===== config.mk =====
export PLATFORM = sky130hd
export DESIGN_NAME = ctlc_regs
export DESIGN_NICKNAME = d
export VERILOG_FILES = /design/src/hw/rtl/ctlc_pkg.sv /design/src/hw/rtl/ctlc_regs.sv
export SDC_FILE = /design/constraint.sdc
export NUM_CORES = 1
export LEC_CHECK = 0
export ABC_AREA = 1
export BUFFER_PORTS_ARGS = -buffer_cell sky130_fd_sc_hd__buf_2
export CAP_MARGIN = 20
export CORE_MARGIN = 2
export CORE_UTILIZATION = 48
export DETAILED_ROUTE_END_ITERATION = 7
export PLACE_DENSITY = 0.88
export REMOVE_ABC_BUFFERS = 1
export SLEW_MARGIN = 25
export SYNTH_ARGS = -nofsm -noshare
export SYNTH_HDL_FRONTEND = slang
export SYNTH_SLANG_ARGS = --single-unit

===== constraint.sdc =====
create_clock -name clk -period 1.8 [get_ports clk]
set_clock_uncertainty 0.15 [all_clocks]
set_input_delay 0.45 -clock clk [delete_from_list [all_inputs] [get_ports clk]]
set_output_delay 0.45 -clock clk [all_outputs]
set_load 0.1 [all_outputs]

===== src/hw/rtl/ctlc_pkg.sv =====
package ctlc_pkg;

  localparam int TABLE_SLOTS_DEF = 32;
  localparam int COORD_BITS_DEF  = 12;
  localparam int ID_BITS_DEF     = 16;

  localparam int BOX_BITS       = 12;
  localparam int COORD_MAX_BITS = 14;
  localparam int AREA_BITS      = 24;
  localparam int RADIUS_BITS    = 26;
  localparam int LINE_BITS      = 13;
  localparam int COUNT_BITS     = 16;
  localparam int OUT_ID_BITS    = 16;
  localparam int PADDR_BITS     = 4;
  localparam int PDATA_BITS     = 32;

  localparam logic [AREA_BITS-1:0]   MIN_AREA_RST  = 24'd500;
  localparam logic [RADIUS_BITS-1:0] RADIUS_SQ_RST = 26'd19600;
  localparam logic [LINE_BITS-1:0]   DOWN_LINE_RST = 13'd1120;
  localparam logic [LINE_BITS-1:0]   UP_LINE_RST   = 13'd1140;

  typedef enum logic [1:0] {
    REG_MIN_AREA  = 2'd0,
    REG_RADIUS_SQ = 2'd1,
    REG_DOWN_LINE = 2'd2,
    REG_UP_LINE   = 2'd3
  } reg_idx_t;

  typedef struct packed {
    logic [AREA_BITS-1:0]   min_area;
    logic [RADIUS_BITS-1:0] radius_sq;
    logic [LINE_BITS-1:0]   down_line;
    logic [LINE_BITS-1:0]   up_line;
  } cfg_t;

  typedef struct packed {
    logic found;
    logic nid_hit;
  } match_flags_t;

endpackage


===== src/hw/rtl/ctlc_regs.sv =====
module ctlc_regs (
  input  logic                                clk,
  input  logic                                rst_n,
  input  logic                                psel,
  input  logic                                penable,
  input  logic                                pwrite,
  input  logic [ctlc_pkg::PADDR_BITS-1:0]     paddr,
  input  logic [ctlc_pkg::PDATA_BITS-1:0]     pwdata,
  output logic [ctlc_pkg::PDATA_BITS-1:0]     prdata,
  output logic                                pready,
  output ctlc_pkg::cfg_t                      cfg
);
  import ctlc_pkg::*;

  cfg_t     cfg_r;
  reg_idx_t idx;
  logic     wr_en;

  assign idx    = reg_idx_t'(paddr[PADDR_BITS-1:2]);
  assign wr_en  = psel && penable && pwrite;
  assign pready = 1'b1;
  assign cfg    = cfg_r;

  always_ff @(posedge clk) begin
    if (!rst_n) begin
      cfg_r.min_area  <= MIN_AREA_RST;
      cfg_r.radius_sq <= RADIUS_SQ_RST;
      cfg_r.down_line <= DOWN_LINE_RST;
      cfg_r.up_line   <= UP_LINE_RST;
    end else if (wr_en) begin
      unique case (idx)
        REG_MIN_AREA:  cfg_r.min_area  <= pwdata[AREA_BITS-1:0];
        REG_RADIUS_SQ: cfg_r.radius_sq <= pwdata[RADIUS_BITS-1:0];
        REG_DOWN_LINE: cfg_r.down_line <= pwdata[LINE_BITS-1:0];
        REG_UP_LINE:   cfg_r.up_line   <= pwdata[LINE_BITS-1:0];
      endcase
    end
  end

  always_comb begin
    unique case (idx)
      REG_MIN_AREA:  prdata = PDATA_BITS'(cfg_r.min_area);
      REG_RADIUS_SQ: prdata = PDATA_BITS'(cfg_r.radius_sq);
      REG_DOWN_LINE: prdata = PDATA_BITS'(cfg_r.down_line);
      REG_UP_LINE:   prdata = PDATA_BITS'(cfg_r.up_line);
    endcase
  end

endmodule


==> impl_metrics.sql <==
INSERT INTO impl_metrics (metric_group, metric, value, unit) VALUES
('layout', 'fin_nets', '724', ''),
('clocking', 'clock_tree.buffer_depth', '2', ''),
('global_route', 'grt-ovfl-total', '0', ''),
('detailed_routing', 'drt_pass1_iterations', '5', ''),
('sta', 'final.hold.worst_slack', '0.209', 'ns'),
('setup_path', 'crit_arrival', '1.38', 'ns'),
('synthesis', 'synth_simple_gate_area_share', '0.434', ''),
('synthesis', 'synth_sequential_area_ratio', '0.423', ''),
('detailed_routing', 'routed_wire_length_per_instance', '14.6', 'um'),
('setup_path', 'worstPathMaxFanout', '11', ''),
('layout', 'most-common-layout-cells', '154 x sky130_fd_sc_hd__nand2_1, 114 x sky130_fd_sc_hd__nor2_1, 98 x sky130_fd_sc_hd__buf_2, 77 x sky130_fd_sc_hd__nand3_1, 76 x sky130_fd_sc_hd__dfxtp_1', ''),
('layout', 'largest_register_ffs', '76', ''),
('setup_path', 'worstSetupStartpointType', 'primary input', ''),
('die', 'die_w', '90.5', 'um'),
('place', 'routabilityCongestion', '0.834', ''),
('layout', 'post_layout_nonfiller_instances', '787', ''),
('synthesis', 'synthesis.yosys.warnings', '0', ''),
('power', 'cellLeakagePower', '2.68', 'nW'),
('die', 'std_cell_rows', '31', ''),
('clocking', 'clkSlewWorstSetupHoldPaths', '0.07', 'ns'),
('power', 'ir_worst_vdd', '0.554', 'mV'),
('clocking', 'cts_hold_buf', '0', ''),
('layout', 'final_area', '5430', 'um2'),
('sta', 'setup_slack', '-0.181', 'ns'),
('setup_path', 'cp.required', '1.20', 'ns'),
('die', 'io-pin-count', '150', ''),
('die', 'core_area', '7250', 'um2'),
('place', 'placed_cells_incl_taps', '760', ''),
('job', 'drv.max_cap_violation_count', '0', ''),
('run_status', 'violations', 'negative setup slack', ''),
('layout', 'final-seq-area', '1520', 'um2'),
('global_route', 'global_route.usage.total', '0.274', ''),
('clocking', 'cts_inserted_buffers', '9', ''),
('sta', 'slew_headroom', '0.521', ''),
('power', 'pwr_density_cell', '819', 'nW/um2'),
('layout', 'fill_cells', '560', ''),
('place', 'placedInstanceArea', '4890', 'um2'),
('detailed_routing', 'drt_drc_violations_left', '0', ''),
('synthesis', 'synthesis.area', '3590', 'um2'),
('place', 'buffer_ports.inserted', '134', ''),
('synthesis', 'synth-compound-area-share', '0.0268', ''),
('synthesis', 'synth_enable_flop_cells', '0', ''),
('setup_path', 'timing.critical_path.to_type', 'output port', ''),
('global_route', 'grt_pass1_vias', '3899', ''),
('global_route', 'global_route_wire_length_before_repair', '18300', 'um'),
('die', 'fp.dieH', '90.5', 'um'),
('synthesis', 'ys_async_sr_fraction', '0', ''),
('detailed_routing', 'drt-initial-drc-count', '198', ''),
('clocking', 'h-tree-depth', '3', ''),
('sta', 'finalHoldViolations', '0', ''),
('synthesis', 'synth-xor-area-share', '0', ''),
('layout', 'fin_util', '0.749', ''),
('layout', 'antennaDiodeCount', '0', ''),
('sta', 'timing.fmax', '505', 'MHz'),
('synthesis', 'ys_types', '17', ''),
('die', 'fp.dieArea', '8200', 'um2'),
('sta', 'finalMaxSlewViolations', '0', ''),
('sta', 'finalWorstPathRequiredPeriod', '1.98', 'ns'),
('layout', 'multi_input_area', '1790', 'um2'),
('place', 'dp_wirelength', '7310', 'um'),
('synthesis', 'yosys_register_bits', '76', ''),
('setup_path', 'crit_path_cell_trace', 'buf_12 > buf_12 > nor2_4 > buf_12 > nand2_1 > nand4_1 > buf_12', ''),
('layout', 'fraction_of_layout_instances_using_a_drive_strength_above_1', '0.315', ''),
('clocking', 'cts_tree', 'done', ''),
('detailed_routing', 'vias_per_cell', '5.16', ''),
('sta', 'setup_viol', '24', ''),
('sta', 'final.period_utilization', '1.10', ''),
('clocking', 'clk_latency', '0.34', 'ns'),
('min_path', 'worst_hold_path_type', 'in -> reg', ''),
('run_status', 'outcome', 'finished with violations', ''),
('synthesis', 'top_flip_flop_cell_by_instance_count_after_synthesis', 'sky130_fd_sc_hd__dfxtp_1', '');
## metal layers
layer  vias up  wire (um)  track usage  share of wire
li1       1955          -            -              -
met1      1882       4330        0.306           0.38
met2       190       6000        0.511           0.52
met3        30        884       0.0501          0.077
met4         0        298        0.104          0.026
met5         -          0            0              0
## logic make-up (layout without fill, tap and decap cells)
group           after synthesis  count (layout)
other cells                   2               7
simple gates                370             370
buf+inv                      71             224
compound gates               11              11
flops                        76              76
## synthesized netlist by cell type, types with 4 or more instances
| library cell | n | share of area |
|---|---|---|
| sky130_fd_sc_hd__buf_6 | 11 | 0.034 |
| sky130_fd_sc_hd__inv_1 | 30 | 0.031 |
| sky130_fd_sc_hd__dfxtp_1 | 76 | 0.42 |
| sky130_fd_sc_hd__nor2_2 | 4 | 0.0070 |
| sky130_fd_sc_hd__buf_2 | 9 | 0.013 |
| sky130_fd_sc_hd__nor2_4 | 4 | 0.013 |
| sky130_fd_sc_hd__buf_4 | 13 | 0.027 |
| sky130_fd_sc_hd__nand4_1 | 13 | 0.023 |
| sky130_fd_sc_hd__nor2_1 | 116 | 0.12 |
| sky130_fd_sc_hd__nand2_1 | 155 | 0.16 |
| sky130_fd_sc_hd__clkbuf_1 | 5 | 0.0052 |
| sky130_fd_sc_hd__a22o_1 | 11 | 0.027 |
| sky130_fd_sc_hd__nand3_1 | 77 | 0.11 |
## metrics by stage
stage / worst slack [ns] / total power [mW] / TNS, ns
2_1_floorplan: -1.13 / 2.48 / -55.25
4_1_cts: -0.195 / 4.44 / -3.69
3_5_place_dp: -0.272 / 2.84 / -8.62
3_3_place_gp: -0.239 / 2.82 / -6.37
5_1_grt: -0.210 / 4.58 / -3.64
6_report: -0.181 / 4.45 / -2.89
## path summary, 6_finish.rpt
| kind | start | to | slack (ns) | cells past startpoint |
|---|---|---|---|---|
| max | paddr[2] | prdata[1] | -0.18 | 7 |
| min | pwdata[11] | cfg[37]$_SDFFE_PN1P_ | 0.21 | 3 |
| max reg2reg | cfg[66]$_SDFFE_PN0P_ | cfg[66]$_SDFFE_PN0P_ | 0.96 | 2 |
| min reg2reg | cfg[4]$_SDFFE_PN1P_ | cfg[4]$_SDFFE_PN1P_ | 0.33 | 2 |
## repair_timing
| action | CTS | global route |
|---|---|---|
| buffers inserted | 8 | 2 |
| resized for setup | 20 | 16 |
| setup endpoints to repair | 26 | 32 |
| pin swaps | 4 | 10 |
| gates cloned | 1 | 1 |
## power breakdown
group          internal [mW]  switching, mW  total [mW]  leakage [nW]
Clock                  0.959          0.622        1.58         0.122
Sequential              1.72         0.0311        1.75         0.616
Combinational          0.316          0.800        1.12          1.94
## worst max-delay path, delay by kind of cell
| family | cells | cell delay, ns |
|---|---|---|
| buf+inv | 4 | 0.59 |
| simple gates | 3 | 0.33 |
## area by class of cell
cell class	count	area share
tap	99	0.0228
inverter	32	0.0226
clock buffer	10	0.0253
sequential	76	0.280
clock inverter	6	0.0205
multi-input combinational	388	0.329
timing repair buffer	176	0.299
(Power assumes the default switching activity.)
