## config.mk

```make
export PLATFORM = sky130hd
export DESIGN_NAME = ctlc_match
export DESIGN_NICKNAME = d
export VERILOG_FILES = /design/src/hw/rtl/ctlc_pkg.sv /design/src/hw/rtl/ctlc_match.sv
export SDC_FILE = /design/constraint.sdc
export NUM_CORES = 1
export LEC_CHECK = 0
export ABC_AREA = 1
export ABC_CLOCK_PERIOD_IN_PS = 6200
export BUFFER_PORTS_ARGS = -buffer_cell sky130_fd_sc_hd__buf_4
export CAP_MARGIN = 25
export CELL_PAD_IN_SITES_DETAIL_PLACEMENT = 1
export CELL_PAD_IN_SITES_GLOBAL_PLACEMENT = 2
export CORE_ASPECT_RATIO = 0.75
export CORE_MARGIN = 3
export CORE_UTILIZATION = 27
export CTS_CLUSTER_DIAMETER = 50
export DETAILED_ROUTE_END_ITERATION = 7
export PLACE_DENSITY_LB_ADDON = 0.1
export SYNTH_ARGS = -nofsm -noshare
export SYNTH_HDL_FRONTEND = slang
export SYNTH_SLANG_ARGS = --single-unit
```

## constraint.sdc

```tcl
create_clock -name clk -period 6.2 [get_ports clk]
set_clock_uncertainty 0.1 [all_clocks]
set_input_delay 0.62 -clock clk [delete_from_list [all_inputs] [get_ports clk]]
set_output_delay 0.62 -clock clk [all_outputs]
set_load 0.02 [all_outputs]
```

## src/hw/rtl/ctlc_pkg.sv

```systemverilog
package ctlc_pkg;

  localparam int TABLE_SLOTS_DEF = 32;
  localparam int COORD_BITS_DEF  = 12;
  localparam int ID_BITS_DEF     = 16;

  localparam int BOX_BITS       = 12;
  localparam int COORD_MAX_BITS = 14;
  localparam int AREA_BITS      = 24;
  localparam int RADIUS_BITS    = 26;
  localparam int LINE_BITS      = 13;
  localparam int COUNT_BITS     = 16;
  localparam int OUT_ID_BITS    = 16;
  localparam int PADDR_BITS     = 4;
  localparam int PDATA_BITS     = 32;

  localparam logic [AREA_BITS-1:0]   MIN_AREA_RST  = 24'd500;
  localparam logic [RADIUS_BITS-1:0] RADIUS_SQ_RST = 26'd19600;
  localparam logic [LINE_BITS-1:0]   DOWN_LINE_RST = 13'd1120;
  localparam logic [LINE_BITS-1:0]   UP_LINE_RST   = 13'd1140;

  typedef enum logic [1:0] {
    REG_MIN_AREA  = 2'd0,
    REG_RADIUS_SQ = 2'd1,
    REG_DOWN_LINE = 2'd2,
    REG_UP_LINE   = 2'd3
  } reg_idx_t;

  typedef struct packed {
    logic [AREA_BITS-1:0]   min_area;
    logic [RADIUS_BITS-1:0] radius_sq;
    logic [LINE_BITS-1:0]   down_line;
    logic [LINE_BITS-1:0]   up_line;
  } cfg_t;

  typedef struct packed {
    logic found;
    logic nid_hit;
  } match_flags_t;

endpackage

```

## src/hw/rtl/ctlc_match.sv

```systemverilog
module ctlc_match #(
  parameter int ID_BITS = 16,
  parameter int CW      = 14
) (
  input  logic                               clk,
  input  logic                               rst_n,
  input  logic                               clear,
  input  logic                               in_valid,
  input  logic [ID_BITS-1:0]                 e_id,
  input  logic [CW-1:0]                      e_cx,
  input  logic [CW-1:0]                      e_cy,
  input  logic [CW-1:0]                      blob_cx,
  input  logic [CW-1:0]                      blob_cy,
  input  logic [ctlc_pkg::RADIUS_BITS-1:0]   radius_sq,
  input  logic [ID_BITS-1:0]                 next_id,
  output ctlc_pkg::match_flags_t             flags,
  output logic [ID_BITS-1:0]                 best_id,
  output logic [CW-1:0]                      best_cy,
  output logic [CW-1:0]                      nid_cy
);
  import ctlc_pkg::*;

  localparam int SQW  = 2 * CW;
  localparam int SUMW = SQW + 1;
  localparam int RW   = (SUMW > RADIUS_BITS) ? SUMW : RADIUS_BITS;

  // stage 1: abs differences
  logic               v1_r, eq1_r;
  logic [CW-1:0]      dx1_r, dy1_r, cy1_r;
  logic [ID_BITS-1:0] id1_r;
  // stage 2: squares
  logic               v2_r, eq2_r;
  logic [SQW-1:0]     sqx2_r, sqy2_r;
  logic [CW-1:0]      cy2_r;
  logic [ID_BITS-1:0] id2_r;
  // stage 3: running best
  logic               found_r, nid_hit_r;
  logic [ID_BITS-1:0] best_id_r;
  logic [CW-1:0]      best_cy_r, nid_cy_r;

  logic [CW-1:0]   dx, dy;
  logic [SUMW-1:0] dist_sq;
  logic            near, take, nid_take;

  assign dx = (e_cx > blob_cx) ? (e_cx - blob_cx) : (blob_cx - e_cx);
  assign dy = (e_cy > blob_cy) ? (e_cy - blob_cy) : (blob_cy - e_cy);

  assign dist_sq  = SUMW'(sqx2_r) + SUMW'(sqy2_r);
  assign near     = RW'(dist_sq) < RW'(radius_sq);
  // smallest id wins among entries inside the radius
  assign take     = v2_r && near && (!found_r || (id2_r < best_id_r));
  assign nid_take = v2_r && eq2_r;

  always_ff @(posedge clk) begin
    if (!rst_n) begin
      v1_r      <= 1'b0;
      v2_r      <= 1'b0;
      found_r   <= 1'b0;
      nid_hit_r <= 1'b0;
    end else begin
      v1_r <= in_valid;
      v2_r <= v1_r;
      if (clear) begin
        found_r   <= 1'b0;
        nid_hit_r <= 1'b0;
      end else begin
        if (take) begin
          found_r <= 1'b1;
        end
        if (nid_take) begin
          nid_hit_r <= 1'b1;
        end
      end
    end
  end

  always_ff @(posedge clk) begin
    dx1_r  <= dx;
    dy1_r  <= dy;
    cy1_r  <= e_cy;
    id1_r  <= e_id;
    eq1_r  <= (e_id == next_id);
    sqx2_r <= SQW'(dx1_r) * SQW'(dx1_r);
    sqy2_r <= SQW'(dy1_r) * SQW'(dy1_r);
    cy2_r  <= cy1_r;
    id2_r  <= id1_r;
    eq2_r  <= eq1_r;
    if (take) begin
      best_id_r <= id2_r;
      best_cy_r <= cy2_r;
    end
    if (nid_take) begin
      nid_cy_r <= cy2_r;
    end
  end

  assign flags.found   = found_r;
  assign flags.nid_hit = nid_hit_r;
  assign best_id       = best_id_r;
  assign best_cy       = best_cy_r;
  assign nid_cy        = nid_cy_r;

endmodule

```

==> reports/qor.csv <==
metric;value;unit
Resize count post-CTS;0;
remaining global-route overflow;0;
DP HPWL;56.5;mm
FMAX;0.173;GHz
leading area contributor after synthesis;fa_1;
CTS Buf Count;17;
Final min period;5.78;ns
Post-Synth Adder-Cell Area;39.0;%
vias in the first global route;18362;
Setup TNS;0;ns
HP Class;in -> reg;
Post-synth EDFFs;44;
Async SR Flop Fraction;0;%
ant diodes;0;
Synth Warn #;0;
fillcell total;9472;
Rel. slew slack;63.2;%
Critical path origin;dx1_r[4];
1st-iter DRT viols;635;
IO Count;164;
RSZ-0062 raised after global routing;false;
initial antenna violation count;2;
synthesis-to-layout area growth;14.4;%
FP Rows;89;
sequential-to-total area share from yosys stat;19.8;%
Slew Limit Fails;0;
Primary FF master, synth;dfxtp_1;
final-report hold violation count;0;
crit path cell chain;nand2_1 > o21ai_0 > inv_1 > ha_1 > inv_1 > fa_1 > inv_1 > fa_1 > ha_1 > fa_1 > inv_1 > fa_1 > inv_1 > ha_1 > a21oi_1 > o21ai_0 > nand2_1 > nand2_1 > nand2_1 > nand3_1 > nand3_1 > nand3_1 > xor2_1;
Arr. time, crit path;6.06;ns
Synth Area in Simple Gates;14.7;%
CP startpoint kind;flip-flop;
crit path capture type;flip-flop;
gr usage total;15.8;%
cell mode on critical path;inv_1;
share of layout cells above drive strength 1;9.70;%
top cells by count, synth;inv_1, nand2_1, ha_1;
post-synth top area share;21.3;%
RR Startpoint;dx1_r[4];
status;finished clean;
CTS tree;done;
Cells after Synth;2646;
final cycle utilization of the critical path;93.2;%
Worst Setup EP;sqx2_r[23];
clock sink total;192;
first-pass GRT wire length;104;mm
gpl congestion;0.802;
Die X;333;um
post-synthesis net count;3299;
most common cell in the netlist;inv_1;
compound-gate portion of the synthesized area;8.33;%
Initial Util;27.4;%
mean post-synth cell area;8.17;um2
# DRC;0;
Die H;251;um
Worst EP required;6.49;ns
die area;83500;um2
H-Tree Level Count;4;
largest family of logic cells by synthesized area;adder cells;
largest net degree at the start of global routing;23;
clock root cell;clkbuf_16;
Core ar.;79000;um2
worst-skew pair later-pin latency;0.51;ns
Post-Synth XOR/XNOR Area;6.16;%
Area contributors post-synth;fa_1, ha_1, dfxtp_1, inv_1, nand2_1;
Detail Route Antenna Nets;0;
CP Class;reg -> reg;
wire length per cell;16.7;um
final setup fails;0;
flops & latches, synth;192;
slew of the pin with the lowest slew margin;0.547;ns
CP max FO;14;
final-stage net count;3453;
Slowest cell on crit path;dfxtp_1;
WL final;64.3;mm
post-CTS setup buffer count;0;
CTS Hold Buffers Added;0;
routed vias/inst;4.32;
Port Buffers;163;
worst reg2reg endpoint;sqx2_r[23];
reg2reg setup slack;0.42;ns
CP max stage delay;0.63;ns
drt pass-1 iters;5;
FF-to-FF path depth;23;
vias;16658;
Bufs on Longest Clock Path;2;
CTS clk-pin slew, worst paths;0.09;ns
Post-Syn Area;21600;um2
max-cap viol count;0;
post-synthesis mux area share;0;%
Distinct cells, synth;50;
-- worst min-delay path by stage --
stage	start	to	slack, ns	depth (start not counted)
final	e_id[10]	id1_r[10]	0.13	1
after global routing	e_id[10]	id1_r[10]	0.08	1
after CTS	e_cy[5]	cy1_r[5]	0.08	1
after detailed placement	cy1_r[3]	cy2_r[3]	0.21	0
after global placement	cy1_r[2]	cy2_r[2]	0.21	0
after floorplan	cy1_r[0]	cy2_r[0]	0.21	0
-- final cells by class --
class / count / area, um2 / area share, %
repair buffers: 191 / 1430 / 5.80
well taps: 1046 / 1310 / 5.29
clock buffers: 17 / 425 / 1.72
clock inverters: 15 / 198 / 0.800
flip-flops and latches: 192 / 4290 / 17.4
inverters: 623 / 2340 / 9.46
multi-input cells: 1775 / 14700 / 59.6
-- metal layers --
layer / GRT usage [%] / vias up / routed length, um
met3: 3.50 / 22 / 2750
met5: 0 / - / 0
met2: 22.0 / 200 / 24800
met4: 2.46 / 0 / 422
li1: - / 8423 / -
met1: 25.0 / 8013 / 36300
-- placed cells by master, fill, tap and decap left out, drive strengths merged --
master / Yosys / layout
nor4: 3 / 3
nand2: 548 / 548
nor2: 110 / 110
nor3: 18 / 18
a21boi: 7 / 7
xor2: 94 / 94
o31ai: 1 / 1
or2: 8 / 8
xnor2: 58 / 58
nand4: 23 / 23
o211ai: 4 / 4
edfxtp: 44 / 44
o21bai: 26 / 26
o21ai: 88 / 88
clkbuf: 32 / 17
dfxtp: 148 / 148
o211a: 1 / 1
nor3b: 2 / 2
nand3b: 2 / 2
a221oi: 3 / 3
ha: 305 / 305
a31oi: 8 / 8
buf: 24 / 191
a211oi: 3 / 3
clkinv: 1 / 7
inv: 622 / 630
fa: 230 / 230
clkinvlp: 0 / 1
a21o: 17 / 17
a21oi: 148 / 148
o2111ai: 1 / 1
nand3: 63 / 63
o21a: 4 / 4
-- sequential cells by signal, indices dropped and copies added, names as in the netlist --
name / flops
dy1_r: 14
dx1_r: 14
nid_cy: 14
cy1_r: 14
best_cy: 14
id1_r: 16
id2_r: 16
best_id: 16
nid_hit_r: 1
v1_r: 1
eq1_r: 1
sqx2_r: 27
eq2_r: 1
cy2_r: 14
v2_r: 1
sqy2_r: 27
found_r: 1
-- worst max-delay path: cells and delay by family (launching register included) --
kind,cells,cell delay (ns)
xor+xnor,1,0.15
compound gates,3,0.80
flops,1,0.63
simple gates,7,0.76
buf+inv,5,0.27
fa+ha+maj,7,2.92
-- cell families (layout without fill, tap and decap cells) --
family	Yosys count	count (layout)
XOR/XNOR	152	152
flip-flops	192	192
buffers and inverters	679	846
AO/OA/AOI/OAI	311	311
AND/OR/NAND/NOR	777	777
adder cells (fa/ha/maj)	535	535
-- through the flow --
step,worst slack [ns],utilization (%),hold WS [ns],cells,area [um2]
2_1_floorplan,0.833,-,0.210,2646,21600
3_3_place_gp,0.367,30.5,0.210,3827,24100
6_report,0.422,31.3,0.132,3859,24700
5_1_grt,0.00486,31.3,0.0820,3859,24700
4_1_cts,0.284,31.3,0.0846,3859,24700
3_5_place_dp,0.319,30.5,0.213,3827,24100
Power is left out: the tool's default activity adds up to more than one toggle a clock period on the data nets, which glitch-free logic cannot reach.
