===== src/hw/rtl/ctlc_mem.sv =====
module ctlc_mem #(
  parameter int ADDR_BITS = 6,
  parameter int DATA_BITS = 8
) (
  input  logic                 clk,
  input  logic                 we,
  input  logic [ADDR_BITS-1:0] waddr,
  input  logic [DATA_BITS-1:0] wdata,
  input  logic [ADDR_BITS-1:0] raddr,
  output logic [DATA_BITS-1:0] rdata
);

  logic [DATA_BITS-1:0] mem_r [2**ADDR_BITS];
  logic [DATA_BITS-1:0] rdata_r;

  always_ff @(posedge clk) begin
    if (we) begin
      mem_r[waddr] <= wdata;
    end
    rdata_r <= mem_r[raddr];
  end

  assign rdata = rdata_r;

endmodule


===== config.mk =====
export PLATFORM = sky130hd
export DESIGN_NAME = ctlc_mem
export DESIGN_NICKNAME = d
export VERILOG_FILES = /design/src/hw/rtl/ctlc_mem.sv
export SDC_FILE = /design/constraint.sdc
export NUM_CORES = 1
export LEC_CHECK = 0
export BUFFER_PORTS_ARGS = -buffer_cell sky130_fd_sc_hd__buf_2
export CAP_MARGIN = 20
export CORE_MARGIN = 2
export CORE_UTILIZATION = 62
export CTS_CLUSTER_DIAMETER = 150
export DETAILED_ROUTE_END_ITERATION = 7
export GPL_TIMING_DRIVEN = 1
export PLACE_DENSITY_LB_ADDON = 0.12
export SKIP_CTS_REPAIR_TIMING = 1
export SLEW_MARGIN = 30
export SYNTH_ARGS = -nofsm -noshare
export SYNTH_HDL_FRONTEND = slang
export SYNTH_SLANG_ARGS = --single-unit

===== constraint.sdc =====
create_clock -name clk -period 3.24 [get_ports clk]
set_clock_uncertainty 0.2 [all_clocks]
set_input_delay 0.81 -clock clk [delete_from_list [all_inputs] [get_ports clk]]
set_output_delay 0.81 -clock clk [all_outputs]
set_load 0.02 [all_outputs]

==> results of run 1 <==
-- area by class of cell --
class / count / area (um2)
fill: 1876 / 9120
sequential: 520 / 15500
antenna: 4 / 10.0
clock buffer: 57 / 1260
clock inverter: 29 / 333
tap: 442 / 553
multi-input combinational: 369 / 4320
timing repair buffer: 146 / 1160
-- metal layers --
metal / vias up / GRT usage, % / routed length (um)
li1: 4228 / - / -
met1: 5262 / 39.9 / 17500
met2: 491 / 41.8 / 21100
met3: 92 / 5.99 / 4020
met4: 6 / 7.55 / 1190
met5: - / 0 / 37
-- flip-flops by register name (all words and copies together) (netlist names) --
signal and flops:
mem_r 512, rdata 8
-- cells in the final DEF (no fill, tap or decap), drive strengths merged, types with 6 or more instances in the layout --
cell	netlist	final
edfxtp	512	512
buf	34	145
mux4	126	126
nor2	83	83
clkbuf	17	58
mux2i	23	23
clkinv	0	20
nand2	19	19
nor2b	14	14
mux2	13	13
nand3	13	13
o221ai	8	8
o22ai	8	8
bufinv	0	8
dfxtp	8	8
nand2b	7	7
nor3	7	7
a221oi	6	6
-- metrics by stage --
stage / TNS [ns] / util [%] / hold slack (ns) / instance area [um2] / total power, uW
after floorplan: 0 / - / 0.518 / 20200 / 8010
after global placement: -0.105 / 66.8 / 0.653 / 21600 / 8320
after detailed placement: -0.135 / 66.8 / 0.678 / 21600 / 8340
after CTS: 0 / 71.7 / 0.261 / 23200 / 14000
after global routing: 0 / 71.7 / 0.274 / 23200 / 14300
final: 0 / 71.7 / 0.279 / 23200 / 13900
-- logic make-up after synthesis --
group | count (synthesis) | synth area share (%)
buffers and inverters | 51 | 1.57
flip-flops | 520 | 77.0
AO/OA/AOI/OAI | 54 | 2.07
AND/OR/NAND/NOR | 153 | 3.39
multiplexers | 162 | 15.9
-- worst max path at each step --
stage                     slack, ns  depth (start not counted)     start        to
after floorplan                0.56                          7  raddr[1]  rdata[3]
after CTS                      0.50                          8  raddr[0]  rdata[2]
after detailed placement      -0.09                          8  raddr[0]  rdata[2]
final                          0.51                          8  raddr[0]  rdata[2]
after global placement        -0.05                          8  raddr[0]  rdata[2]
after global routing           0.40                          8  raddr[0]  rdata[0]
-- critical path: stages --
cell and delay [ns]:
sky130_fd_sc_hd__clkbuf_8 0.21, sky130_fd_sc_hd__buf_12 0.18, sky130_fd_sc_hd__buf_4 0.15, sky130_fd_sc_hd__mux4_2 0.51
sky130_fd_sc_hd__mux2_2 0.29, sky130_fd_sc_hd__o22ai_1 0.35, sky130_fd_sc_hd__nand2_1 0.24, sky130_fd_sc_hd__o2bb2ai_1 0.18
-- power breakdown --
| part | leakage [uW] | internal (uW) | switching, uW |
|---|---|---|---|
| Combinational | 0.00205 | 295 | 436 |
| Sequential | 0.00467 | 7440 | 27.5 |
| Clock | 0.000777 | 3390 | 2300 |
==> summary.txt, run 1 <==
Floorplan
  – Area of the die: 34000 um2
  – Starting utilization of the core area: 62.5%
  – Placeable core region: between 30000 and 40000 um2
  – Number of top-level pins: 30
  – Number of standard-cell rows in the floorplan: 66
  – Die Ht: between 150 and 200 um
  – Die X: 184 um

Yosys
  – Warning count from the yosys run: 0
  – Number of enable-type register cells in the synthesized netlist: 512
  – Most frequently used flop master after synthesis: sky130_fd_sc_hd__edfxtp_1
  – Register area share after synthesis: between 70% and 80%
  – Top cells by area, synth: sky130_fd_sc_hd__edfxtp_1, sky130_fd_sc_hd__mux4_2, sky130_fd_sc_hd__nor2_1
  – Mapped Nets: 962
  – Library cell with the largest summed area after synthesis: sky130_fd_sc_hd__edfxtp_1
  – Post-synthesis average cell area: 21.5 um2
  – Area of the mapped netlist: 20200 um2
  – Most repeated cell in the gate-level netlist after synthesis: sky130_fd_sc_hd__edfxtp_1
  – Register bit count reported by yosys: 520
  – Synth cell types: 40
  – Synth Instances: 940
  – List of most frequent post-synthesis cells: sky130_fd_sc_hd__edfxtp_1, sky130_fd_sc_hd__mux4_2, sky130_fd_sc_hd__nor2_1
  – Top-area cell type share of the netlist area: 76.2%
  – Fraction of registers with async set/reset: 0%

Routing
  – DRT iter0 DRCs: roughly 1200
  – Via density per instance: 6.43
  – Total vias in the final route: 10100
  – Routed WL: 43900 um
  – Wire length per cell after detailed routing: 28.0 um
  – DRC violations left: 0
  – Drt first pass iters: 5
  – Antenna-violating nets left: 0

Critical path
  – FF-to-FF End: rdata[2]
  – Critical path start-end classification: input port to flip-flop
  – Startpoint of the most critical register-to-register path: mem_r[47][2]
  – Logic depth of the worst register-to-register path: 4
  – Signal arrival time at the worst endpoint: 2.94 ns
  – Startpoint type of the worst setup path: input port
  – Category of the worst setup path capture point: flip-flop
  – Register-to-register setup slack: around 0.90 ns
  – Maximum fanout encountered on the critical timing path: 14
  – Required time of the critical path: 3.45 ns

Placement
  – Final RePlAce weighted congestion: roughly 0.86
  – HPWL Detailed: between 20000 and 30000 um
  – Number of placed instances, taps included: 1477
  – Number of input and output port buffers inserted: 29
  – Pre-CTS setup slack: -0.0901 ns

Worst hold path
  – End of the worst hold path: mem_r[9][4]
  – Instance count along the most critical hold path: 1
  – Hold Crit Class: input port to flip-flop
  – Start point of the worst hold path: wdata[4]

Clock network
  – CTS Root Buffer Type: sky130_fd_sc_hd__clkbuf_16
  – Clock-pin slew of the registers on the worst-case setup and hold paths: 0.06 ns
  – Clock tree from TritonCTS: built
  – Clock insertion delay at the later pin of the skew report: 0.55 ns
  – Number of H-tree levels: 2
  – Maximum buffer depth of the clock tree: 3
  – Clock buffer count from CTS: 48
  – Clock tree sinks: 520

GRT
  – Number of antenna violations at the first check in global routing: 6
  – Wire length of the first global-routing pass: between 60000 and 70000 um
  – Vias in the first global route: roughly 10000
  – Total grt overflow: 0
  – Total routing resource utilization after global routing: between 20 and 30%
  – Pin count of the biggest net entering global routing: 65

Power and ir drop
  – Leak pwr: 0.00750 uW
  – P per Cell Area: 600 nW/um2
  – VDD IR-drop max: 0.545 mV

Outcome
  – Result of the run: completed

Final layout
  – Post-route non-filler standard cell count: 1567
  – Ratio of cells with drive above 1 in the final layout: 31.5%
  – Area growth syn-to-layout: 14.9%
  – Post-layout net count: 1107

Timing
  – Hold violation count in the final report: 0
  – Unrepaired setup endpoints after global routing: no
  – Number of setup violations in the final report: 0
  – Max Clock Freq: 366 MHz
  – Slew at the pin closest to its max-slew limit: 0.795 ns
  – Worst Setup Slack, final: 0.510 ns
  – Shortest period the worst path allows: 2.73 ns
  – Remaining max-slew budget at the tightest pin: a little under half
  – Slew Viols, Final: 0
  – Post-route clock period utilization: between 80 and 90%

Job
  – Maxcap violations: 0
Power figures use the tool's default switching activity.
==> run 2, diff against run 1 <==
Settings changed: ABC_AREA set to 1, CORE_UTILIZATION 62 to 57.
Clock period 3.24 ns to 2.5 ns, I/O delays scaled along.
==> run 2 against run 1 <==
  * Design area increased by 4.0%
  * Register-to-register slack improved by 0.07 ns
  * Synthesized cell count increased by 92%
  * Via count increased by 37%
  * Clock-buffer cell count increased by 9
  * Global-route usage decreased by 0.16 points
  * Critical path depth decreased by 7
  * Non-clock buffer count increased by 4
  * Setup slack got worse by 0.0042 ns
  * Utilization decreased by 6.1 points
==> summary.txt, run 2 <==
Clock network
  – Clock buffer count from CTS: 53 (+10%)
  – CTS Root Buffer Type: sky130_fd_sc_hd__clkbuf_16
  – Clock-pin slew of the registers on the worst-case setup and hold paths: 0.06 ns (about the same)
  – Maximum buffer depth of the clock tree: 3 (unchanged)
  – Clock tree sinks: 520 (unchanged)
  – Number of H-tree levels: 2 (unchanged)
  – Clock insertion delay at the later pin of the skew report: 0.59 ns (+0.04 ns)
  – Clock tree from TritonCTS: built

Routing
  – Via density per instance: 5.75 (-11%)
  – Routed WL: 50900 um (+16%)
  – DRT iter0 DRCs: 1394 (+16%)
  – Antenna-violating nets left: 0 (unchanged)
  – DRC violations left: 0 (unchanged)
  – Drt first pass iters: 6 (+1)
  – Wire length per cell after detailed routing: 21.2 um (-24%)
  – Total vias in the final route: 13900 (+37%)

GRT
  – Pin count of the biggest net entering global routing: 76 (+17%)
  – Wire length of the first global-routing pass: 77900 um (+19%)
  – Total grt overflow: 0 (unchanged)
  – Vias in the first global route: 13300 (+29%)
  – Number of antenna violations at the first check in global routing: 2 (-4)
  – Total routing resource utilization after global routing: 26.9% (-0.16 points)

Final layout
  – Register bank with the most flops: mem_r
  – Post-route non-filler standard cell count: 2408 (+54%)
  – Area of all placed cells without fillers: 24100 um2 (+4.0%)
  – Ratio of cells with drive above 1 in the final layout: 11.5% (-20 points)
  – Post-layout net count: 1919 (+73%)
  – Area growth syn-to-layout: 12.9%
  – Commonest non-fill, non-tap cells in the layout: sky130_fd_sc_hd__nand2_1, sky130_fd_sc_hd__edfxtp_1, sky130_fd_sc_hd__nand3_1, sky130_fd_sc_hd__buf_4, sky130_fd_sc_hd__nor2_1
  – Max FFs per register: 512 (unchanged)
  – Core utilization of the finished layout: 65.6% (-6.1 points)
  – Fillers: 2726 (+45%)
  – Most common cell after layout, fill and taps aside: sky130_fd_sc_hd__nand2_1

Yosys
  – Most frequently used flop master after synthesis: sky130_fd_sc_hd__edfxtp_1
  – Synth Instances: 1805 (+92%)
  – Synth cell types: 16 (-60%)
  – Number of enable-type register cells in the synthesized netlist: 512 (unchanged)
  – Most repeated cell in the gate-level netlist after synthesis: sky130_fd_sc_hd__nand2_1
  – Library cell with the largest summed area after synthesis: sky130_fd_sc_hd__edfxtp_1
  – Fraction of registers with async set/reset: 0% (unchanged)
  – Post-synthesis average cell area: 11.8 um2 (-45%)
  – Warning count from the yosys run: 0 (unchanged)
  – Top-area cell type share of the netlist area: 72.0% (-4.2 points)
  – Register bit count reported by yosys: 520 (unchanged)
  – List of most frequent post-synthesis cells: sky130_fd_sc_hd__nand2_1, sky130_fd_sc_hd__edfxtp_1, sky130_fd_sc_hd__nand3_1
  – Register area share after synthesis: 72.8% (-4.2 points)
  – Top cells by area, synth: sky130_fd_sc_hd__edfxtp_1, sky130_fd_sc_hd__nand2_1, sky130_fd_sc_hd__nand3_1
  – Mapped Nets: 1827 (+90%)
  – Area of the mapped netlist: 21300 um2 (+5.8%)

Critical path
  – Gate family responsible for the most delay along the worst path: flip-flops
  – Category of the worst setup path capture point: primary output
  – Maximum fanout encountered on the critical timing path: 1 (-13)
  – Required time of the critical path: 1.67 ns (-1.78 ns)
  – CP max stage delay: 0.38 ns (-0.13 ns)
  – Logic depth of the worst register-to-register path: 8 (+4)
  – Startpoint type of the worst setup path: flip-flop
  – Cells along the critical path: buf_2
  – Signal arrival time at the worst endpoint: 1.17 ns (-1.77 ns)
  – Instance count on the critical path: 1 (-7)
  – Buffers & Inverters on Critical Path: 1 (-2)
  – Standard cell with the maximum stage delay on the critical path: sky130_fd_sc_hd__dfxtp_1
  – Critical path start-end classification: flip-flop to primary output

Floorplan
  – Number of standard-cell rows in the floorplan: 70 (+6.1%)
  – Die Ht: 197 um (+7.1%)
  – Placeable core region: 36700 um2 (+14%)
  – Die X: 197 um (+7.1%)
  – Number of top-level pins: 30 (unchanged)
  – Starting utilization of the core area: 58.1% (-4.3 points)
  – Area of the die: 39000 um2 (+15%)

Timing
  – Post-route clock period utilization: between 70 and 80%
  – Final setup TNS: 0 ns (unchanged)
  – Unrepaired setup endpoints after global routing: no
  – Slew at the pin closest to its max-slew limit: 0.776 ns (-0.0197 ns)
  – Shortest period the worst path allows: 1.99 ns
  – Number of setup violations in the final report: 0 (unchanged)
  – Slew Viols, Final: 0 (unchanged)
  – Remaining max-slew budget at the tightest pin: 48.3% (+1.3 points)
  – Max Clock Freq: 502 MHz
  – Hold violation count in the final report: 0 (unchanged)

Outcome
  – Result of the run: completed

Placement
  – Number of placed instances, taps included: 2310 (+56%)
  – Number of input and output port buffers inserted: 29 (unchanged)
  – Cell area after placement: 22500 um2 (+4.2%)
  – HPWL Detailed: 30600 um (+8.2%)
  – Final RePlAce weighted congestion: 0.921 (+7.2%)

Power and ir drop
  – P per Cell Area: 757 nW/um2 (+26%)
  – VDD IR-drop max: 0.564 mV (+3.5%)
  – Leak pwr: 0.00888 uW (+18%)

Job
  – Maxcap violations: 0 (unchanged)

Worst hold path
  – Instance count along the most critical hold path: 3 (+2)
  – Hold Crit Class: input port to flip-flop
-- run 2: changes by cell type in the layout (fill, tap and decap cells not counted), sizes merged, moves of 14 or more --
cell	delta
nand2	+629
nand3	+426
mux4	-126
nor2	-27
mux2i	-23
inv	+14
nor2b	-14
-- run 2: worst paths after layout --
path,end,slack [ns],start
setup / recovery,rdata[1],0.51,rdata[1]
hold / removal,rdata[2],0.21,raddr[5]
setup reg to reg,rdata[6],0.97,mem_r[3][6]
hold reg to reg,rdata[6],0.62,mem_r[28][6]
-- run 2: cell families (layout without fill, tap and decap cells) --
family | Yosys count | count (layout) | synth area share, %
other | 0 | 2 | 0
DFF | 520 | 520 | 72.8
buffers and inverters | 125 | 258 | 4.02
and+or+nand+nor | 1160 | 1160 | 23.2
-- run 2: per-layer routing --
layer	global-route usage [%]	wire length (um)
met1	38.4	21600
met2	42.5	24000
met3	4.35	3810
met4	9.25	1550
met5	0	0
-- run 2: power breakdown --
part	total [uW]	internal (uW)	switching, uW
Sequential	9680	9650	28.0
Clock	7350	4200	3150
Combinational	1200	339	856
Total	18200	14200	4030
-- run 2: per-stage QoR --
step                      setup WS, ns  total power [uW]  hold slack [ns]
final                            0.506             18200            0.215
after global routing             0.487             18800            0.211
after CTS                        0.496             18300            0.183
after detailed placement         0.216             11100            0.606
after global placement           0.184             11000            0.597
after floorplan                -0.0911             10500            0.522
-- run 2: final cells by class --
| class | instances | area [um2] | share of cell area (%) |
|---|---|---|---|
| Antenna cell | 2 | 5.00 | 0.0208 |
| Clock buffer | 66 | 1420 | 5.89 |
| Clock inverter | 30 | 191 | 0.795 |
| Inverter | 12 | 52.6 | 0.218 |
| Multi-Input combinational cell | 1160 | 4950 | 20.5 |
| Sequential cell | 520 | 15500 | 64.5 |
| Tap cell | 468 | 586 | 2.43 |
| Timing Repair Buffer | 150 | 1350 | 5.61 |
==> run 3, diff against run 2 <==
Clock period 2.5 ns to 1.8 ns, I/O delays scaled along.
==> run 3 against run 2 <==
  * Non-clock buffer count rose by 32
  * Register-to-register slack got worse by 0.72 ns
  * Critical path depth unchanged
  * Hold slack got worse by 0.16 ns
  * First-iteration DRC count increased by 3.0%
  * Critical path type unchanged
  * Highest routed layer is now met5
==> summary.txt, run 3 (synthesis gave the netlist of run 2 again) <==
Critical path
  – CP max stage delay: 0.39 ns (about the same)
  – Buffers & Inverters on Critical Path: 1 (unchanged)
  – Startpoint type of the worst setup path: flip-flop
  – Register-to-register setup slack: 0.25 ns (-0.72 ns)
  – Maximum fanout encountered on the critical timing path: 1 (unchanged)
  – Required time of the critical path: 1.15 ns (-0.52 ns)
  – Standard cell with the maximum stage delay on the critical path: sky130_fd_sc_hd__dfxtp_1
  – Cells along the critical path: buf_4
  – Gate family responsible for the most delay along the worst path: flip-flops
  – Signal arrival time at the worst endpoint: 1.15 ns (-0.02 ns)
  – Critical path start-end classification: flip-flop to primary output
  – Category of the worst setup path capture point: primary output

Final layout
  – Max FFs per register: 512 (unchanged)
  – Antenna diodes: 0 (-2)
  – Area of all placed cells without fillers: 24800 um2 (+3.1%)
  – Most common cell after layout, fill and taps aside: sky130_fd_sc_hd__nand2_1
  – Area growth syn-to-layout: 16.4%
  – Core utilization of the finished layout: 67.7% (+2.1 points)
  – Commonest non-fill, non-tap cells in the layout: sky130_fd_sc_hd__nand2_1, sky130_fd_sc_hd__edfxtp_1, sky130_fd_sc_hd__nand3_1, sky130_fd_sc_hd__buf_4, sky130_fd_sc_hd__clkbuf_16
  – Fillers: 2618 (-4.0%)
  – Register bank with the most flops: mem_r
  – Post-layout net count: 1948 (+1.5%)
  – Ratio of cells with drive above 1 in the final layout: 15.3% (+3.8 points)
  – Post-route non-filler standard cell count: 2430 (+0.91%)

Worst hold path
  – Hold Crit Class: input port to flip-flop

Timing
  – Slew Viols, Final: 0 (unchanged)
  – Remaining max-slew budget at the tightest pin: 71.4% (+23 points)
  – Slew at the pin closest to its max-slew limit: 0.429 ns (-0.346 ns)
  – Hold violation count in the final report: 0 (unchanged)
  – Unrepaired setup endpoints after global routing: no
  – Final worst hold slack: 0.0528 ns (-0.162 ns)
  – Max Clock Freq: 556 MHz
  – Worst Setup Slack, final: 0.00210 ns (-0.504 ns)
  – Post-route clock period utilization: approximately 100%
  – Shortest period the worst path allows: about 1.8 ns
  – Number of setup violations in the final report: 0 (unchanged)

Clock network
  – Number of H-tree levels: 2 (unchanged)
  – Maximum buffer depth of the clock tree: 3 (unchanged)
  – Clock tree sinks: 520 (unchanged)
  – Clock tree from TritonCTS: built
  – Clock buffer count from CTS: 50 (-5.7%)
  – Clock insertion delay at the later pin of the skew report: 0.59 ns (about the same)
  – Clock-pin slew of the registers on the worst-case setup and hold paths: 0.06 ns (about the same)
  – CTS Root Buffer Type: sky130_fd_sc_hd__clkbuf_16

Routing
  – DRT iter0 DRCs: 1436 (+3.0%)
  – Via density per instance: 5.77 (+0.35%)
  – DRC violations left: 0 (unchanged)
  – Antenna-violating nets left: 0 (unchanged)
  – Routed WL: 52600 um (+3.2%)
  – Wire length per cell after detailed routing: 21.6 um (+2.3%)
  – Drt first pass iters: 5 (-1)
  – Total vias in the final route: 14000 (+1.3%)

Floorplan
  – Number of top-level pins: 30 (unchanged)
  – Starting utilization of the core area: 58.1% (unchanged)
  – Die X: 197 um (unchanged)
  – Placeable core region: 36700 um2 (unchanged)
  – Die Ht: 197 um (unchanged)
  – Area of the die: 39000 um2 (unchanged)
  – Number of standard-cell rows in the floorplan: 70 (unchanged)

Placement
  – Number of placed instances, taps included: 2342 (+1.4%)
  – Pre-CTS setup slack: -0.363 ns (-0.580 ns)
  – HPWL Detailed: 32200 um (+5.4%)
  – Number of input and output port buffers inserted: 29 (unchanged)
  – Final RePlAce weighted congestion: 0.846 (-8.1%)
  – Cell area after placement: 23300 um2 (+3.6%)

GRT
  – Total routing resource utilization after global routing: 27.9% (+1.0 points)
  – Vias in the first global route: 13700 (+3.1%)
  – Wire length of the first global-routing pass: 80500 um (+3.4%)
  – Pin count of the biggest net entering global routing: 65 (-14%)
  – Total grt overflow: 0 (unchanged)
  – Number of antenna violations at the first check in global routing: 1 (-1)

Outcome
  – Result of the run: completed

Job
  – Maxcap violations: 0 (unchanged)

Power and ir drop
  – Leak pwr: 0.00908 uW (+2.2%)
  – P per Cell Area: 1020 nW/um2 (+35%)
  – VDD IR-drop max: 0.836 mV (+48%)
run 3: cell count changes in the layout (fill, tap and decap cells not counted), sizes merged:
cell | previous run | this run
buf | 150 | 182
clkinv | 25 | 10
clkinvlp | 1 | 5
inv | 14 | 12
diode | 2 | 0
clkbuf | 66 | 71
run 3: stage by stage:
stage | power (uW) | TNS [ns]
5_1_grt | 26000 | 0
6_report | 25300 | 0
2_1_floorplan | 14700 | -130.86
4_1_cts | 25400 | -0.320
3_3_place_gp | 15500 | -39.65
3_5_place_dp | 15500 | -48.23
run 3: layout make-up:
class | count | area, um2 | area share [%]
Clock inverter | 17 | 143 | 0.574
Timing Repair Buffer | 182 | 1870 | 7.51
Inverter | 12 | 71.3 | 0.287
Sequential cell | 520 | 15500 | 62.6
Multi-Input combinational cell | 1160 | 5230 | 21.0
Clock buffer | 71 | 1400 | 5.64
Tap cell | 468 | 586 | 2.36
run 3: worst reg2reg max path, cell delays in order (launching register included):
cell and delay, ns:
sky130_fd_sc_hd__edfxtp_1 0.36, sky130_fd_sc_hd__nand2_1 0.08, sky130_fd_sc_hd__nand3_1 0.08, sky130_fd_sc_hd__nand3_1 0.11, sky130_fd_sc_hd__nand2_1 0.13, sky130_fd_sc_hd__nand2_1 0.08, sky130_fd_sc_hd__nand3_1 0.15, sky130_fd_sc_hd__nand3_1 0.18
sky130_fd_sc_hd__nand2_1 0.08
run 3: routing by layer:
layer | vias up | global-route usage [%] | routed length, um
li1 | 6595 | - | -
met4 | 2 | 8.97 | 1370
met1 | 6782 | 38.8 | 21600
met5 | - | 0 | 8
met3 | 93 | 4.51 | 4050
met2 | 558 | 45.5 | 25600
run 3: power breakdown:
| part | total (uW) | switching [uW] | leakage (uW) | internal, uW |
|---|---|---|---|---|
| sequential | 13400 | 42.6 | 0.00467 | 13400 |
| combinational | 1870 | 1280 | 0.00366 | 596 |
| clock | 9970 | 4280 | 0.000743 | 5680 |
run 3: final timing paths:
path                              startpoint        to  cells past startpoint
worst max-delay path                rdata[4]  rdata[4]                      1
worst min-delay path                raddr[5]  rdata[5]                      3
worst max register to register  mem_r[57][6]  rdata[6]                      8
worst min register to register  mem_r[51][5]  rdata[5]                      8
